**src/design/assert_macros.svh**
```systemverilog
// Assertion macros shared by the rendezvous table RTL.
// Define ASSERT_OFF to compile every check to nothing.
`ifndef ASSERT_MACROS_SVH
`define ASSERT_MACROS_SVH
`ifndef ASSERT_OFF
// Check a property on clk, skipped while rst_n is low
`define URT_ASSERT(lbl, prop) \
  lbl: assert property (@(posedge clk) disable iff (!rst_n) prop) else $error("urt check failed");
// Check a property on clk, reset included
`define URT_ASSERT_ANY(lbl, prop) \
  lbl: assert property (@(posedge clk) prop) else $error("urt check failed");
`else
`define URT_ASSERT(lbl, prop)
`define URT_ASSERT_ANY(lbl, prop)
`endif
`endif

```
**src/design/urt_pkg.sv**
```systemverilog
// Types, constants and helper functions for the rendezvous pairing table.
// No dependencies; used by urt_front, urt_back and the top level.
package urt_pkg;

  // Input transaction as seen on the ports
  typedef struct packed {
    logic [1:0]  func;
    logic [63:0] now_ms;
    logic [63:0] nonce;
    logic [63:0] client_id;
    logic [63:0] session;
    logic [7:0]  player_id;
    logic [7:0]  code_length;
    logic [63:0] code_bytes;
    logic [31:0] source_address;
    logic [15:0] source_port;
  } in_item_t;

  // Result transaction as seen on the ports
  typedef struct packed {
    logic        kind;
    logic [31:0] dest_address;
    logic [15:0] dest_port;
    logic        slot;
    logic [63:0] slot_nonce;
    logic [63:0] session_out;
    logic [31:0] peer_address;
    logic [15:0] peer_port;
    logic        last;
  } out_item_t;

  localparam logic [1:0] FUNC_HELLO = 2'd0;
  localparam logic [1:0] FUNC_RELAY = 2'd1;

  localparam logic KIND_NOTICE = 1'b0;
  localparam logic KIND_FWD    = 1'b1;

  localparam logic [7:0]  LOOP_NET     = 8'd127;
  localparam int          XS_A         = 13;
  localparam int          XS_B         = 7;
  localparam int          XS_C         = 17;
  localparam logic [31:0] RST_TIMEOUT  = 32'd30000;
  localparam logic [31:0] RST_SALT     = 32'd1;
  localparam int          QDEPTH       = 2;
  localparam int          MAX_CODE     = 8;

  typedef enum logic [1:0] {
    OP_TICK,
    OP_HELLO,
    OP_RELAY
  } op_t;

  typedef enum logic [1:0] {
    CFG_WAIT_TO,
    CFG_MATCH_TO,
    CFG_SALT,
    CFG_LOCAL
  } cfg_idx_t;

  typedef struct packed {
    logic [31:0] wait_to;
    logic [31:0] match_to;
    logic [31:0] salt;
    logic [31:0] local_addr;
  } cfg_t;

  // Classified work item handed from the front to the back
  typedef struct packed {
    op_t         op;
    logic [63:0] now;
    logic [63:0] nonce;
    logic [63:0] id;
    logic [63:0] session;
    logic        pid;
    logic [63:0] code;
    logic [3:0]  len;
    logic [47:0] src;
  } cmd_t;

  typedef struct packed {
    logic        vld;
    logic [63:0] nonce;
    logic [63:0] id;
    logic [63:0] code;
    logic [3:0]  len;
    logic [47:0] src;
    logic [63:0] seen;
  } wait_rec_t;

  typedef struct packed {
    logic        vld;
    logic [63:0] sess;
    logic [63:0] nonce0;
    logic [63:0] nonce1;
    logic [63:0] id0;
    logic [63:0] id1;
    logic [47:0] addr0;
    logic [47:0] addr1;
    logic [63:0] seen;
  } match_rec_t;

  typedef enum logic [2:0] {
    BK_CLEAR,
    BK_IDLE,
    BK_SCAN,
    BK_ACT,
    BK_OUT0,
    BK_OUT1
  } bk_state_t;

  function automatic logic is_loop(input logic [31:0] a);
    return a[31:24] == LOOP_NET;
  endfunction

  // Xorshift mix of both nonces, time and salt; zero maps to one
  function automatic logic [63:0] new_session(input logic [63:0] a, input logic [63:0] b,
                                              input logic [63:0] now, input logic [31:0] salt);
    logic [63:0] v;
    v = a ^ (b << 1) ^ now ^ {salt, 32'd0};
    v = v ^ (v << XS_A);
    v = v ^ (v >> XS_B);
    v = v ^ (v << XS_C);
    return (v == 64'd0) ? 64'd1 : v;
  endfunction

  // Replace a loopback address by the local one when the peer is remote and the local one is set and not loopback
  function automatic logic [47:0] advertise(input logic [47:0] mine, input logic [47:0] other,
                                            input logic [31:0] la);
    if (is_loop(mine[47:16]) && !is_loop(other[47:16]) && la != 32'd0 && !is_loop(la))
      return {la, mine[15:0]};
    return mine;
  endfunction

endpackage

```
**src/design/urt_front.sv**
```systemverilog
// Front end: classifies input transactions and queues them for the back end.
// Depends on urt_pkg.
module urt_front #(
  parameter int CODE_BYTES = 8
) (
  input  logic               clk,
  input  logic               rst_n,
  input  logic               in_valid,
  output logic               in_ready,
  input  urt_pkg::in_item_t  in_data,
  input  logic               hold,
  output logic               q_valid,
  output urt_pkg::cmd_t      q_cmd,
  input  logic               q_pop
);
  import urt_pkg::*;

  localparam int QAW = $clog2(QDEPTH);

  cmd_t           cmd;
  logic           hello_ok;
  logic           relay_ok;
  logic           push;
  cmd_t           q_mem [QDEPTH];
  logic [QAW-1:0] wr_ptr_r;
  logic [QAW-1:0] rd_ptr_r;
  logic [QAW:0]   cnt_r;

  // Classify the transaction and mask the link code to its length
  always_comb begin
    hello_ok = in_data.nonce != 64'd0 && in_data.client_id != 64'd0 &&
               in_data.code_length != 8'd0 && in_data.code_length <= 8'(CODE_BYTES);
    relay_ok = in_data.session != 64'd0 && in_data.player_id <= 8'd1;
    cmd.now     = in_data.now_ms;
    cmd.nonce   = in_data.nonce;
    cmd.id      = in_data.client_id;
    cmd.session = in_data.session;
    cmd.pid     = in_data.player_id[0];
    cmd.len     = in_data.code_length[3:0];
    cmd.src     = {in_data.source_address, in_data.source_port};
    for (int b = 0; b < MAX_CODE; b++) begin
      cmd.code[8*b +: 8] = (in_data.code_length > 8'(b)) ? in_data.code_bytes[8*b +: 8] : 8'h00;
    end
    if (in_data.func == FUNC_HELLO && hello_ok) begin
      cmd.op = OP_HELLO;
    end else if (in_data.func == FUNC_RELAY && relay_ok) begin
      cmd.op = OP_RELAY;
    end else begin
      cmd.op = OP_TICK;
    end
  end

  assign in_ready = (cnt_r != (QAW+1)'(QDEPTH)) && !hold;
  assign push     = in_valid && in_ready;
  assign q_valid  = cnt_r != '0;
  assign q_cmd    = q_mem[rd_ptr_r];

  // Hold queued commands
  always_ff @(posedge clk) begin
    if (push) begin
      q_mem[wr_ptr_r] <= cmd;
    end
  end

  // Advance pointers and fill count
  always_ff @(posedge clk) begin
    if (!rst_n) begin
      wr_ptr_r <= '0;
      rd_ptr_r <= '0;
      cnt_r    <= '0;
    end else begin
      if (push) wr_ptr_r <= wr_ptr_r + 1'b1;
      if (q_pop) rd_ptr_r <= rd_ptr_r + 1'b1;
      if (push && !q_pop) begin
        cnt_r <= cnt_r + 1'b1;
      end else if (!push && q_pop) begin
        cnt_r <= cnt_r - 1'b1;
      end
    end
  end

endmodule

```
**config.mk**
```make
export PLATFORM = sky130hd
export DESIGN_NAME = urt_front
export DESIGN_NICKNAME = d
export VERILOG_FILES = /design/src/design/assert_macros.svh /design/src/design/urt_pkg.sv /design/src/design/urt_front.sv
export SDC_FILE = /design/constraint.sdc
export NUM_CORES = 1
export LEC_CHECK = 0
export BUFFER_PORTS_ARGS = -buffer_cell sky130_fd_sc_hd__buf_2
export CAP_MARGIN = 10
export CORE_MARGIN = 3
export CORE_UTILIZATION = 30
export CTS_BUF_LIST = sky130_fd_sc_hd__clkbuf_2
export DETAILED_ROUTE_END_ITERATION = 10
export PLACE_DENSITY = 0.58
export SLEW_MARGIN = 0
export SYNTH_ARGS = -nofsm -noshare
export SYNTH_HDL_FRONTEND = slang
export SYNTH_SLANG_ARGS = --single-unit
```
**constraint.sdc**
```tcl
create_clock -name clk -period 20.9 [get_ports clk]
set_input_delay 1.045 -clock clk [delete_from_list [all_inputs] [get_ports clk]]
set_output_delay 1.045 -clock clk [all_outputs]
set_load 0.05 [all_outputs]
```
==> results.cfg, run 1 <==
[outcome]
status = completed

[timing]
final.period_utilization = 0.255
fmax_mhz = 188
slew_headroom = 0.211
setup_tns_ns = 0
hold_viol_final = 0
setup_ws_ns = 15.57
rsz0062_at_grt = false
slew_violations = 0
hold_slack_ns = 0.358
fin_crit_ns = 5.33
worst_slew_pin_slew_ns = 1.18
setup_viol = 0
clock_skew_ns = 0.0851

[clock_network]
cts_buffers = 192
cts_root_buffer = clkbuf_2
clock_latency_ns = 1.38
cts_buffer_depth = 3
cts_setup_buffers = 0
cts_tree = built
cts.htree.levels = 4
cts_sinks = 755
clk_pin_slew_worst_paths_ns = 0.09

[place]
pre_cts_slack_ns = 15.30
dp_cells = 3321
place_congestion = 0.833
io_buffer_count = 767
placed_area_um2 = 33500
hpwlAfterDp_um = 53000

[grt]
grt_antenna_before_repair = 6
overflow = 0
grt_max_degree = 158
grt_pass1_vias = 19600
grt_use_total = 0.157
grt_pass1_wl_um = 116000

[detailed_routing]
vias = 17700
wl_met1_um = 29800
wl_met2_um = 41400
dr.pass1.iters = 5
route.met3.wl_um = 5610
vias_per_cell = 4.38
wl_um = 78900
drtAntennaViolNets = 0
drt_iter0_markers = 1065
routedWlPerCell_um = 19.6
top_layer = met5
drc = 0

[job]
maxCapViolCount = 0

[cells_and_area]
final_common_cell = buf_2
finalNonFillerCells = 4037
final_cell_mix = 767 x buf_2, 750 x edfxtp_1, 384 x dlygate4sd3_1, 375 x mux2_2, 269 x clkbuf_2
fin_nets = 3048
drive_gt1_frac = 0.527
area_delta_synth_final_pct = 38.5
finish.instance_area_um2 = 39000
fill_cells = 8295

[critical_path]
cp_slowest_stage_delay_ns = 0.86
critical_path.top_delay_family = buffers and inverters
timing.rr.end = q_mem[0][368]
required_ns = 19.85
crit_path_top_delay_cell = buf_4
crit_fanout = 157
path_buf_inv = 3
reg2reg_depth = 6
start_kind = register
crit_chain = buf_12 -> buf_4 -> mux2_2 -> buf_2
r2r_slack_ns = 15.99
reg2reg_from = cnt_r[0]
arrival_ns = 4.28
path_depth = 4
cp-endpoint = q_cmd[130]
end_kind = primary output
critical_path_class = reg -> out

[floorplanning]
die_w_um = 312
fp.coreArea_um2 = 92400
design.portCount = 768
die_area_um2 = 97600
die_h_um = 312
start_util = 0.305
rows = 111

[pwr]
peakVddDrop_v = 0.0000519
p_leak_nw = 14.6
powerDensity_nw_per_um2 = 86.0

[logic_synthesis]
ys_ff_latch = 755
synth_compound_gate_area_share = 0.00284
yosysUniqueCellTypes = 35
synth_nets = 1730
synth-simple-area-share = 0.0355
synth_top_family_by_area = multiplexers
syn_inst = 1338
syn_area_um2 = 28200
yosys-mux-area-fraction = 0.150
seq_area_frac_synth = 0.803
synthAdderAreaFrac = 0.000444
avgSynthCellArea_um2 = 21.1
synthXorXnorAreaFrac = 0.00124
yosysWarnings = 0

[hold_path]
hold_path.class = in -> reg
## worst reg2reg max path, cell delays in order (launching register included)
cell and delay, ns:
dfxtp_1 0.42, inv_1 0.10, a211oi_1 0.47, nor2b_4 1.04, buf_4 0.67, buf_4 0.79
buf_4 0.96
## worst min path at each step
stage	from	endpoint	slack [ns]	cells after the start
finish	in_data[384]	q_mem[1][373]	0.36	3
global route	in_data[335]	q_mem[0][324]	0.06	2
CTS	in_data[129]	q_mem[0][118]	0.02	2
detailed placement	rd_ptr_r	rd_ptr_r	0.57	2
global placement	cnt_r[1]	cnt_r[1]	0.51	2
floorplan	cnt_r[1]	cnt_r[1]	0.49	2
## registers in the layout (all words and copies together), names as in the netlist, named ones only
signal	cells
cnt_r	2
q_mem	750
rd_ptr_r	1
wr_ptr_r	1
## layout make-up
class | instances | area (µm²) | share of cell area
antenna | 8 | 20.0 | 0.000513
clock buffer | 269 | 1350 | 0.0345
clock inverter | 55 | 294 | 0.00753
inverter | 3 | 11.3 | 0.000289
multi-input combinational | 537 | 5360 | 0.137
sequential | 755 | 22600 | 0.580
tap | 1243 | 1560 | 0.0398
timing repair buffer | 1167 | 7820 | 0.200
## power breakdown
group / switching (mW) / internal, mW
sequential: 0.0163 / 1.74
clock: 0.587 / 0.373
combinational: 0.436 / 0.203
total: 1.04 / 2.32
## layer usage
metal | track usage | up-vias
met5 | 0 | -
met4 | 0.0609 | 2
met3 | 0.0538 | 149
met2 | 0.278 | 694
met1 | 0.172 | 8721
li1 | - | 8115
## stage by stage
step | power (mW) | utilization
floorplan | 2.24 | -
global placement | 2.37 | 0.363
detailed placement | 2.37 | 0.363
CTS | 3.41 | 0.422
global route | 3.52 | 0.423
finish | 3.36 | 0.423
## cell families after synthesis
logic type / after synthesis
flops: 755
mux: 375
simple gates: 148
buf+inv: 46
compound gates: 9
xor+xnor: 4
fa+ha+maj: 1
## synth_stat cells, drive strengths merged
library cell    n  area, µm²
and2           12       75.1
nor2b          51        339
or2             2       15.0
nand4          12       75.1
or3             1       6.26
o21ai           1       5.00
nor4           53        347
edfxtp        750      22500
a31oi           1       12.5
nand4b          1       8.76
buf            18       96.3
inv             3       11.3
and2b           7       52.6
ha              1       12.5
nor3            5       47.5
mux2          375       4220
nor2            2       15.0
a21oi           2       21.3
dfxtp           5        100
a211oi          1       7.51
or4             2       18.8
o21a            2       15.0
clkbuf         25       93.8
xor2            3       26.3
xnor2           1       8.76
a21boi          2       18.8
## what timing repair did
item	CTS	global route
hold buffers	384	0
hold endpoints to repair	755	0
resized for setup	0	0
(Power assumes the default switching activity.)
==> run 2, diff against run 1 <==
Settings changed: PLACE_DENSITY 0.58 to 0.59.
Clock period 20.9 ns to 4.9 ns, I/O delays scaled along.
==> run 2 against run 1 <==
Compared with the run above:
- the flow now stops in 4_1_cts
- synthesized area is the same
- synthesized cell count is the same
==> results.cfg, run 2 <==
[place]
dp_cells = 3338
place_congestion = 0.879
hpwlAfterDp_um = 55700
io_buffer_count = 767

[logic_synthesis]
avgSynthCellArea_um2 = 21.1
async_reset_ff_frac = 0
synth_edf_count = 750
netlist.area_leader.share = 0.799
synth_area_leaders = edfxtp_1 80%, mux2_2 15%, nor4_1 1.2%
synth_most_common_cell = edfxtp_1
syn_area_um2 = 28200
syn_inst = 1338
synthTopCellsByCount = 750 x edfxtp_1, 375 x mux2_2, 52 x nor4_1
synth_ff_type = edfxtp_1
synth_nets = 1730
ys_ff_latch = 755
seq_area_frac_synth = 0.803
synth_top_cell_by_area = edfxtp_1
yosysUniqueCellTypes = 35
yosysWarnings = 0

[outcome]
flow.stopped_at = 4_1_cts
status = aborted with a tool error
error = [ERROR RSZ-0060] Max buffer count reached.

[clock_network]
cts_sinks = 755
cts_buffers = 188
cts_hold_buffers = 734
cts_resized = 0
cts_buffer_depth = 3
cts_setup_buffers = 0
cts_root_buffer = clkbuf_2
cts.htree.levels = 4

[floorplanning]
die_w_um = 312
design.portCount = 768
start_util = 0.305
die_h_um = 312
rows = 111
[run 2: cell counts after synthesis]
Identical to the previous run, type by type.
[run 2: through the flow]
stage	utilization	hold slack (ns)	setup slack [ns]	instance area, µm²
detailed placement	0.366	0.436	2.11	33800
global placement	0.365	0.433	1.65	33800
floorplan	-	0.344	-1.89	28200
[run 2: cells by family after synthesis]
group	count (synthesis)	synth area share
flops	755	0.803
mux	375	0.150
simple gates	148	0.0355
buf+inv	46	0.00715
compound gates	9	0.00284
xor+xnor	4	0.00124
fa+ha+maj	1	0.000444
==> run 3, diff against run 2 <==
Settings changed: CORE_UTILIZATION 30 to 20, CTS_BUF_LIST sky130_fd_sc_hd__clkbuf_2 to unset, PLACE_DENSITY 0.59 to unset, PLACE_DENSITY_LB_ADDON set to 0.15.
Clock period 4.9 ns to 6.4 ns, I/O delays scaled along.
==> run 3 against run 2 <==
Compared with the run above:
- the flow now finishes without violations
==> results.cfg, run 3 (synthesis gave the netlist of run 1 again) <==
[clock_network]
cts_setup_buffers = 0
cts_hold_buffers = 373
cts_root_buffer = clkbuf_16
cts.htree.levels = 3
clk_pin_slew_worst_paths_ns = 0.05
cts_buffers = 90
cts_sinks = 755
cts_resized = 0
cts_tree = built
cts_buffer_depth = 3
clock_latency_ns = 0.68

[floorplanning]
die_area_um2 = 145000
die_w_um = 381
design.portCount = 768
die_h_um = 381
start_util = 0.202
fp.coreArea_um2 = 140000
rows = 137

[timing]
rsz0062_at_grt = false
fin_crit_ns = 3.60
hold_viol_final = 0
clock_skew_ns = 0.0291
fmax_mhz = 278
hold_slack_ns = 0.0659
slew_violations = 0
setup_ws_ns = 2.80
worst_slew_pin_slew_ns = 1.28
setup_viol = 0
final.period_utilization = 0.562
slew_headroom = 0.147

[grt]
grt_pass1_vias = 18800
overflow = 0
grt_max_degree = 149
grt_use_total = 0.119
gr-usage-met3 = 0.0406
grt_antenna_before_repair = 13
met1_usage = 0.137
global_route.usage.met2 = 0.210
grt_pass1_wl_um = 128000
busiest_layer = met2

[pwr]
pwr-share-clk = 0.380
peakVddDrop_v = 0.000185
p_sw_mw = 3.54
p_comb_frac = 0.166
seqPwrFrac = 0.453
p_sw_frac = 0.279
power_mw = 12.7
power.internal_mw = 9.16
p_leak_nw = 14.7
powerDensity_nw_per_um2 = 310

[place]
io_buffer_count = 767
dp_cells = 3951
place_congestion = 0.777
hpwlAfterDp_um = 62600
placed_area_um2 = 34400
pre_cts_slack_ns = 3.39

[hold_path]
min_to = q_mem[1][93]
hold_path.class = in -> reg
holdPathStages = 2
min_from = in_data[89]

[detailed_routing]
vias = 17000
dr.pass1.iters = 4
drt_iter0_markers = 644
vias_per_cell = 3.78
wl_um = 89400
drc = 0
routedWlPerCell_um = 19.9
drtAntennaViolNets = 0

[cells_and_area]
final_common_cell = buf_2
reg.largest.list = q_mem x750, cnt_r x2
finalNonFillerCells = 4496
area_delta_synth_final_pct = 45.2
final_cell_mix = 767 x buf_2, 750 x edfxtp_1, 375 x mux2_2, 373 x dlygate4sd3_1, 91 x clkbuf_16
largest_register_ffs = 750
drive_gt1_frac = 0.500
top_register = q_mem
finish.instance_area_um2 = 40900
fin_nets = 2932

[critical_path]
timing.rr.end = q_mem[0][128]
start_kind = register
reg2reg_from = cnt_r[0]
arrival_ns = 3.28
r2r_slack_ns = 3.59
crit_fanout = 148
crit_path_top_delay_cell = dfxtp_4
critical_path_class = reg -> out
required_ns = 6.08
crit_chain = buf_12 -> mux2_2 -> buf_2
cp_slowest_stage_delay_ns = 0.98
end_kind = primary output
reg2reg_depth = 4

[job]
maxCapViolCount = 0

[outcome]
status = completed
-- run 3: layer usage --
layer | part of all wire | up-vias
met3 | 0.071 | 125
li1 | - | 7797
met1 | 0.40 | 8551
met2 | 0.51 | 519
met4 | 0.023 | 4
met5 | 0.00026 | -
-- run 3: how the worst max path moves through the flow --
stage,start,end,slack (ns)
after floorplan,cnt_r[0],q_mem[0][0],-0.39
after global placement,in_data[129],q_mem[0][374],3.37
after detailed placement,in_data[129],q_mem[0][374],3.39
after CTS,register,q_cmd[21],2.68
after global routing,register,q_cmd[162],2.60
final,register,q_cmd[162],2.80
-- run 3: final cells by class --
cell class,instances,area (µm²)
Inverter,3,11.3
Sequential cell,755,22600
Multi-Input combinational cell,537,5380
Timing Repair Buffer,1153,7740
Tap cell,1876,2350
Clock inverter,59,452
Clock buffer,104,2330
Fill cell,14100,98800
Antenna cell,9,22.5
-- run 3: critical path, delay by kind of cell, from the launching register on --
| kind | cells | cell delay (ns) |
|---|---|---|
| muxes | 1 | 0.42 |
| buffers and inverters | 2 | 0.68 |
| DFF | 1 | 0.98 |
-- run 3: power groups by stage --
stage,Clock (mW),Sequential (mW),Combinational [mW]
CTS,5.04,5.76,2.16
floorplan,0,5.87,1.35
finish,4.83,5.76,2.11
global route,5.24,5.77,2.23
detailed placement,0,5.86,1.96
global placement,0,5.85,1.95
-- run 3: through the flow --
stage,TNS [ns],utilization
final,0,0.293
after floorplan,-147.62,-
after CTS,0,0.293
after global placement,0,0.246
after detailed placement,0,0.246
after global routing,0,0.293
==> run 4, diff against run 3 <==
Clock period 6.4 ns to 3.6 ns, I/O delays scaled along.
==> run 4 against run 3 <==
Compared with the run above:
- combinational power rose by 82%
- register-to-register slack got worse by 2.2 ns
- cell area rose by 1.2%
- utilization rose by 0.36 points
- clock skew fell by 0.0028 ns
- sequential cell count did not move
- die area did not move
- hold slack improved by 0.033 ns
- sequential share of layout area fell by 0.67 points
- final cell count rose by 1.0%
- total power rose by 80%
- sequential power rose by 77%
==> results.cfg, run 4 (synthesis gave the netlist of run 1 again) <==
[timing]
slew_headroom = 0.300
setup_tns_ns = 0
rsz0062_at_grt = false
fmax_mhz = 349
setup_viol = 0
final.period_utilization = 0.797
fin_crit_ns = 2.87
slew_violations = 0
worst_slew_pin_slew_ns = 1.04
hold_viol_final = 0
clock_skew_ns = 0.0263

[floorplanning]
start_util = 0.202
fp.coreArea_um2 = 140000
rows = 137
die_h_um = 381
die_w_um = 381
design.portCount = 768
die_area_um2 = 145000

[detailed_routing]
drc = 0
drtAntennaViolNets = 0
vias_per_cell = 3.77
routedWlPerCell_um = 19.9
dr.pass1.iters = 4
drt_iter0_markers = 641
vias = 17100
wl_um = 90400

[clock_network]
cts_buffers = 89
cts_setup_buffers = 0
cts_tree = built
clk_pin_slew_worst_paths_ns = 0.05
clock_latency_ns = 0.68
cts.htree.levels = 3
cts_root_buffer = clkbuf_16
cts_buffer_depth = 3
cts_sinks = 755

[grt]
grt_antenna_before_repair = 6
grt_pass1_wl_um = 129000
grt_max_degree = 94
overflow = 0
grt_use_total = 0.121
grt_pass1_vias = 19000

[job]
maxCapViolCount = 0

[outcome]
status = completed

[critical_path]
arrival_ns = 2.69
start_kind = register
reg2reg_depth = 5
required_ns = 3.42
crit_path_top_delay_cell = dfxtp_4
crit_chain = buf_4 -> mux2_2 -> buf_2
crit_fanout = 31
timing.rr.end = q_mem[1][260]
critical_path_class = reg -> out
reg2reg_from = cnt_r[0]
r2r_slack_ns = 1.39
cp_slowest_stage_delay_ns = 0.78
cp-endpoint = q_cmd[229]
end_kind = primary output

[cells_and_area]
final_common_cell = buf_2
area_delta_synth_final_pct = 47.0
final_cell_mix = 768 x buf_2, 750 x edfxtp_1, 378 x dlygate4sd3_1, 375 x mux2_2, 91 x clkbuf_16
drive_gt1_frac = 0.505
fin_nets = 2977
reg.largest.list = q_mem x750, cnt_r x2
post-route-util = 0.296
largest_register_ffs = 750
top_register = q_mem
fill_cells = 14100

[place]
place_congestion = 0.788
io_buffer_count = 767
hpwlAfterDp_um = 65100

[hold_path]
min_from = in_data[116]
holdPathStages = 4
hold_path.class = in -> reg

[pwr]
powerDensity_nw_per_um2 = 550
peakVddDrop_v = 0.000370
power_mw = 22.8
p_leak_nw = 14.9
[run 4: worst max-delay path, delay by kind of cell, from the launching register on]
family / cells / cell delay [ns]
buf+inv: 2 / 0.77
flops: 1 / 0.78
mux: 1 / 0.40
[run 4: where the power goes]
part	internal, mW	switching (mW)
Clock	5.10	3.64
Combinational	1.22	2.61
Sequential	10.1	0.0980
Total	16.4	6.35
[run 4: cell type report]
type | instances | area [µm²] | area share
multi-input combinational | 537 | 5390 | 0.130
timing repair buffer | 1199 | 8180 | 0.197
clock buffer | 114 | 2360 | 0.0571
clock inverter | 50 | 488 | 0.0118
inverter | 3 | 11.3 | 0.000272
tap | 1876 | 2350 | 0.0567
antenna | 8 | 20.0 | 0.000483
sequential | 755 | 22600 | 0.546
[run 4: worst min-delay path by stage]
stage,slack (ns),end
final,0.1,q_mem[1][76]
after global routing,0.07,q_mem[0][83]
after global placement,0.37,q_mem[0][339]
after CTS,0.03,q_mem[0][83]
after floorplan,0.28,q_mem[0][0]
after detailed placement,0.37,q_mem[0][352]
[run 4: per-layer routing]
layer | global-route usage | wire (µm) | vias up
li1 | - | - | 7897
met1 | 0.136 | 35500 | 8524
met2 | 0.213 | 45800 | 545
met3 | 0.0390 | 6070 | 142
met4 | 0.0435 | 2980 | 0
met5 | 0 | 0 | -
[run 4: through the flow]
| step | cell area, µm² | cells | hold slack, ns | setup slack, ns |
|---|---|---|---|---|
| finish | 41400 | 4542 | 0.0993 | 0.731 |
| CTS | 41400 | 4534 | 0.0255 | 0.529 |
| global placement | 34700 | 3990 | 0.370 | 0.987 |
| global route | 41400 | 4537 | 0.0740 | 0.532 |
| floorplan | 28200 | 1338 | 0.279 | -3.19 |
| detailed placement | 34800 | 3992 | 0.371 | 1.10 |
[run 4: repair_timing]
action,in CTS,in global routing
endpoints found under the setup margin,0,0
gates resized for setup,0,0
hold buffers,378,0
hold endpoints to repair,753,0
